### src/rtl/core/pairwise_js_divergence_macros.svh
// assertion helpers for the divergence block
`ifndef PAIRWISE_JS_DIVERGENCE_MACROS_SVH
`define PAIRWISE_JS_DIVERGENCE_MACROS_SVH
// implication checked every clock, masked during reset
`define PJSD_ASSERT_IMP(label, ante, cons) \
  label: assert property (@(posedge clk) disable iff (!rst_n) (ante) |-> (cons)) \
    else $error("pjsd assertion failed");
// next-cycle implication, masked during reset
`define PJSD_ASSERT_NXT(label, ante, cons) \
  label: assert property (@(posedge clk) disable iff (!rst_n) (ante) |=> (cons)) \
    else $error("pjsd assertion failed");
`endif

### src/rtl/core/pjsd_pkg.sv
package pjsd_pkg;
  localparam int ROWS = 256;
  localparam int COLS = 64;
  localparam int ROW_W = $clog2(ROWS);
  localparam int COL_W = $clog2(COLS);
  localparam int ADDR_W = ROW_W + COL_W;
  localparam int CFG_W = 9;
  localparam int VAL_W = 32;
  localparam int OUT_W = 48;
  localparam logic [31:0] LN2_Q32 = 32'd2977044472;
  localparam logic signed [31:0] LN2_Q24 = 32'sd11629080;
  localparam logic [OUT_W-1:0] SAT48 = {OUT_W{1'b1}};
  localparam logic [CFG_W-1:0] ROWS_RESET = 9'd256;

  typedef enum logic {
    OP_LOAD  = 1'b0,
    OP_QUERY = 1'b1
  } opcode_t;

  typedef enum logic [3:0] {
    ST_IDLE,
    ST_RD_A,
    ST_RD_B,
    ST_CHECK,
    ST_LOG_S,
    ST_LOG_A,
    ST_LOG_B,
    ST_MUL_A,
    ST_MUL_B,
    ST_ACC,
    ST_OUT
  } state_t;

  // sequencer of the shared log unit
  typedef enum logic [1:0] {
    LG_IDLE,
    LG_NORM,
    LG_SQ,
    LG_LN
  } lg_state_t;

  // request to and reply from the shared log unit
  typedef struct packed {
    logic        start;
    logic [32:0] x;
  } log_req_t;

  typedef struct packed {
    logic        done;
    logic [31:0] ln;
  } log_rsp_t;
endpackage

### src/rtl/core/pjsd_log.sv
module pjsd_log (
  input  logic               clk,
  input  logic               rst_n,
  input  pjsd_pkg::log_req_t req,
  output pjsd_pkg::log_rsp_t rsp
);
  import pjsd_pkg::*;

  lg_state_t   st_r, st_nxt;
  logic [32:0] x_r;
  logic [5:0]  e_r;
  logic [31:0] m_r;
  logic [23:0] f_r;
  logic [4:0]  cnt_r;
  logic [63:0] sq;
  logic [33:0] sq_sh;
  logic [5:0]  top;
  logic [61:0] ln_prod;

  // top set bit of the operand
  always_comb begin
    top = 6'd0;
    for (int i = 0; i < 33; i++) begin
      if (x_r[i]) begin
        top = 6'(i);
      end
    end
  end

  assign sq      = 64'(m_r) * 64'(m_r);
  assign sq_sh   = sq[63:30];
  assign ln_prod = 62'({e_r, f_r}) * 62'(LN2_Q32) + 62'(64'd1 << 31);

  // next state
  always_comb begin
    st_nxt = st_r;
    unique case (st_r)
      LG_IDLE: if (req.start) st_nxt = LG_NORM;
      LG_NORM: st_nxt = LG_SQ;
      LG_SQ:   if (cnt_r == 5'd23) st_nxt = LG_LN;
      LG_LN:   st_nxt = LG_IDLE;
      default: st_nxt = LG_IDLE;
    endcase
  end

  // outputs
  always_comb begin
    rsp.done = (st_r == LG_LN);
    rsp.ln   = 32'(ln_prod >> 32);
  end

  always_ff @(posedge clk) begin
    if (!rst_n) begin
      st_r <= LG_IDLE;
    end else begin
      st_r <= st_nxt;
    end
  end

  // datapath: normalize, then one squaring per cycle
  always_ff @(posedge clk) begin
    unique case (st_r)
      LG_IDLE: begin
        x_r   <= req.x;
        cnt_r <= 5'd0;
        f_r   <= 24'd0;
      end
      LG_NORM: begin
        e_r <= top;
        if (top >= 6'd30) begin
          m_r <= 32'(x_r >> (top - 6'd30));
        end else begin
          m_r <= 32'(x_r << (6'd30 - top));
        end
      end
      LG_SQ: begin
        cnt_r <= cnt_r + 5'd1;
        if (sq_sh[31]) begin
          f_r <= {f_r[22:0], 1'b1};
          m_r <= sq_sh[32:1];
        end else begin
          f_r <= {f_r[22:0], 1'b0};
          m_r <= sq_sh[31:0];
        end
      end
      LG_LN: ;
      default: ;
    endcase
  end
endmodule

### config.mk
export PLATFORM = sky130hd
export DESIGN_NAME = pjsd_log
export DESIGN_NICKNAME = d
export VERILOG_FILES = /design/src/rtl/core/pairwise_js_divergence_macros.svh /design/src/rtl/core/pjsd_pkg.sv /design/src/rtl/core/pjsd_log.sv
export SDC_FILE = /design/constraint.sdc
export NUM_CORES = 2
export LEC_CHECK = 0
export ABC_AREA = 1
export ABC_CLOCK_PERIOD_IN_PS = 20200
export BUFFER_PORTS_ARGS = -buffer_cell sky130_fd_sc_hd__clkbuf_2
export CORE_MARGIN = 2
export CORE_UTILIZATION = 70
export CTS_BUF_LIST = sky130_fd_sc_hd__clkbuf_8
export DETAILED_ROUTE_END_ITERATION = 10
export GPL_ROUTABILITY_DRIVEN = 0
export PLACE_DENSITY = 0.87
export REMOVE_ABC_BUFFERS = 1
export SKIP_CTS_REPAIR_TIMING = 1
export SLEW_MARGIN = 5
export SYNTH_ARGS = -nofsm -noshare
export SYNTH_HDL_FRONTEND = slang
export SYNTH_SLANG_ARGS = --single-unit
### constraint.sdc
create_clock -name clk -period 20.2 [get_ports clk]
set_input_delay 3.03 -clock clk [delete_from_list [all_inputs] [get_ports clk]]
set_output_delay 3.03 -clock clk [all_outputs]
set_load 0.01 [all_outputs]
==> impl_metrics.csv <==
group,metric,value,unit
synth,synth_compound_area_frac,0.0409,
worst_setup_path,cp.required,17.17,ns
worst_setup_path,crit_type,"reg2out",
worst_setup_path,crit_cells,35,
synth,synthAdderAreaFrac,0.586,
clocking,cts_root_buf,"clkbuf_8",
floorplan,rows,99,
drt,vias_per_cell,5.86,
floorplan,initial_core_util,0.708,
synth,synth_edf_count,100,
worst_setup_path,cp-start-kind,"flop",
synth,ys_warn_count,0,
synth,synthSimpleGateAreaFrac,0.144,
clocking,clkLatencyLatePin,0.44,ns
placed_design,io_buffers,66,
floorplan,coreArea,73200,um^2
clocking,cts_buffers,9,
job,cap_violations,0,
layout,final_common_cell,"inv_1",
floorplan,die_y,276,um
hold_path,min-delay-start,"st_r[1]",
floorplan,io_pins,69,
placed_design,placed_area,53000,um^2
worst_setup_path,rr_worst_depth,32,
drt,dr.pass1.iters,10,
drt,drtIter0Drc,4337,
drt,route.detailed.drc,0,
drt,ant_nets,0,
drt,routedWlPerCell,19.4,um
layout,drive_above_1_share,0.0292,
worst_setup_path,worstPathArrival,8.93,ns
synth,synth_xor_area_frac,0.0192,
placed_design,dpl.hpwl,112000,um
worst_setup_path,cpPeakStageDelay,0.62,ns
worst_setup_path,r2r_end,"m_r[5]",
clocking,clkSlewWorstSetupHoldPaths,0.12,ns
hold_path,min_path_type,"reg2reg",
clocking,clk_path_buf_depth,2,
clocking,cts.sinks,102,
sta,relSlewSlack,0.291,
sta,tns,0,ns
floorplan,die_width,276,um
layout,finalNetCount,7907,
synth,synth_cells,6177,
hold_path,holdPathStages,2,
sta,finalCritPeriodShare,0.592,
worst_setup_path,critPathTopFamily,"adder cells",
sta,tightest_slew,1.06,ns
drt,finalWirelength,138000,um
synth,synth_top_family_by_area,"adder cells",
worst_setup_path,reg2reg_slack,10.28,ns
worst_setup_path,cp_max_fo,7,
sta,hold_viol,0,
floorplan,die_area,76300,um^2
synth,synthFlopType,"edfxtp_1",
synth,synth_mux_area_frac,0,
synth,async_flop_share,0,
worst_setup_path,crit_top_cell,"nand2_1",
layout,syn_to_final_growth,2.58,%
sta,max_freq,83.6,MHz
hold_path,holdPathEnd,"st_r[1]",
sta,setup_violations,0,
synth,ys_seq_area_frac,0.0587,
sta,holdWs,0.580,ns
global_routing,grt_pass1_vias,44900,
sta,skew,0.0162,ns
sta,fin_crit,11.96,ns
global_routing,grt_first_pass_wirelength,225000,um
layout,finalInstanceArea,53200,um^2
synth,syn_area,51900,um^2
clocking,htreeDepth,3,
worst_setup_path,critPathCaptureType,"primary output",
global_routing,antenna_found_initial,1,
synth,ys_types,58,
worst_setup_path,r2r-start,"m_r[22]",
drt,num_vias,41600,
synth,syn_avg_cell_area,8.40,um^2
worst_setup_path,crit_slowest_cell,"nor3_1",
outcome,outcome,"finished clean",
global_routing,overflow,0,
global_routing,grt_use_total,0.375,
layout,nFillCells,4989,
sta,rsz0062_at_grt,"false",
layout,most-common-layout-cells,"inv_1, fa_1, nand2_1, ha_1, nand3_1",
sta,drv_slew,0,
global_routing,grt_max_degree,50,
clocking,tritoncts,"yes",
synth,ys_seq_elements,102,
worst_setup_path,crit_buf_inv,9,
metal layers:
layer / track usage / vias up / part of all wire
met2: 0.623 / 2551 / 0.48
li1: - / 18100 / -
met4: 0.207 / 0 / 0.069
met1: 0.460 / 20200 / 0.35
met3: 0.0804 / 700 / 0.11
met5: 0 / - / 0
worst max-delay path by stage:
stage	startpoint	end	slack, ns
2_1_floorplan	e_r[2]	rsp[19]	9.71
3_3_place_gp	e_r[2]	rsp[29]	9.06
3_5_place_dp	e_r[2]	rsp[21]	8.82
4_1_cts	e_r[2]	rsp[21]	8.31
5_1_grt	f_r[20]	rsp[21]	7.82
6_report	e_r[2]	rsp[26]	8.24
synthesized netlist by cell type (4+ instances only):
| library cell | n | area, um^2 |
|---|---|---|
| o31ai_1 | 5 | 37.5 |
| or2_2 | 6 | 37.5 |
| buf_4 | 5 | 37.5 |
| a21o_1 | 11 | 82.6 |
| a31oi_1 | 34 | 213 |
| fa_1 | 1143 | 22900 |
| o21ai_0 | 68 | 340 |
| inv_2 | 7 | 26.3 |
| nand2_1 | 1100 | 4130 |
| nor2_1 | 201 | 754 |
| nor3_1 | 24 | 120 |
| and2_1 | 4 | 25.0 |
| xnor2_1 | 47 | 412 |
| clkbuf_1 | 121 | 454 |
| nor2_2 | 5 | 31.3 |
| buf_2 | 22 | 110 |
| nand3_1 | 380 | 1900 |
| o21ai_1 | 20 | 100 |
| o211ai_1 | 20 | 150 |
| inv_1 | 1879 | 7050 |
| buf_6 | 6 | 67.6 |
| o21a_1 | 9 | 67.6 |
| o21bai_1 | 6 | 45.0 |
| nor4_1 | 5 | 31.3 |
| edfxtp_1 | 100 | 3000 |
| buf_1 | 14 | 52.6 |
| xor2_1 | 65 | 569 |
| nand2_2 | 17 | 106 |
| a21oi_1 | 173 | 866 |
| nand4_1 | 31 | 194 |
| ha_1 | 600 | 7510 |
| clkinv_1 | 4 | 15.0 |
cell type report:
cell class                      instances  area (um^2)  area share
Multi-Input combinational cell       4017        41000       0.771
Inverter                             1890         7090       0.133
Sequential cell                       102         3040      0.0572
Tap cell                              959         1200      0.0226
Timing Repair Buffer                  108          646      0.0121
Clock buffer                            9          124     0.00233
Clock inverter                          7         78.8     0.00148
Antenna cell                            1         2.50   0.0000470
metrics by stage:
stage	utilization	setup WS [ns]	instances
after detailed placement	0.724	8.82	7076
final	0.727	8.24	7093
after CTS	0.727	8.31	7092
after floorplan	-	9.71	6009
after global routing	0.727	7.82	7093
after global placement	0.724	9.06	7076
kinds of logic (layout without fill, tap and decap cells):
group | count (synthesis) | count (layout)
and+or+nand+nor | 1789 | 1789
other | 1 | 3
adders and majority gates | 1743 | 1743
DFF | 102 | 102
buffers and inverters | 2059 | 2014
xor gates and xnor gates | 113 | 113
AOI/OAI and AO/OA | 370 | 370
flip-flops by register name (all words and copies together) (netlist names):
signal,flops
e_r,6
m_r,32
f_r,24
st_r,2
x_r,33
cnt_r,5
tightest hold or removal path: stages (launching register included):
cell	delay, ns
dfxtp_1	0.35
inv_1	0.11
a21oi_1	0.08
Power is left out: the tool's default activity adds up to more than one toggle a clock period on the data nets, which glitch-free logic cannot reach.
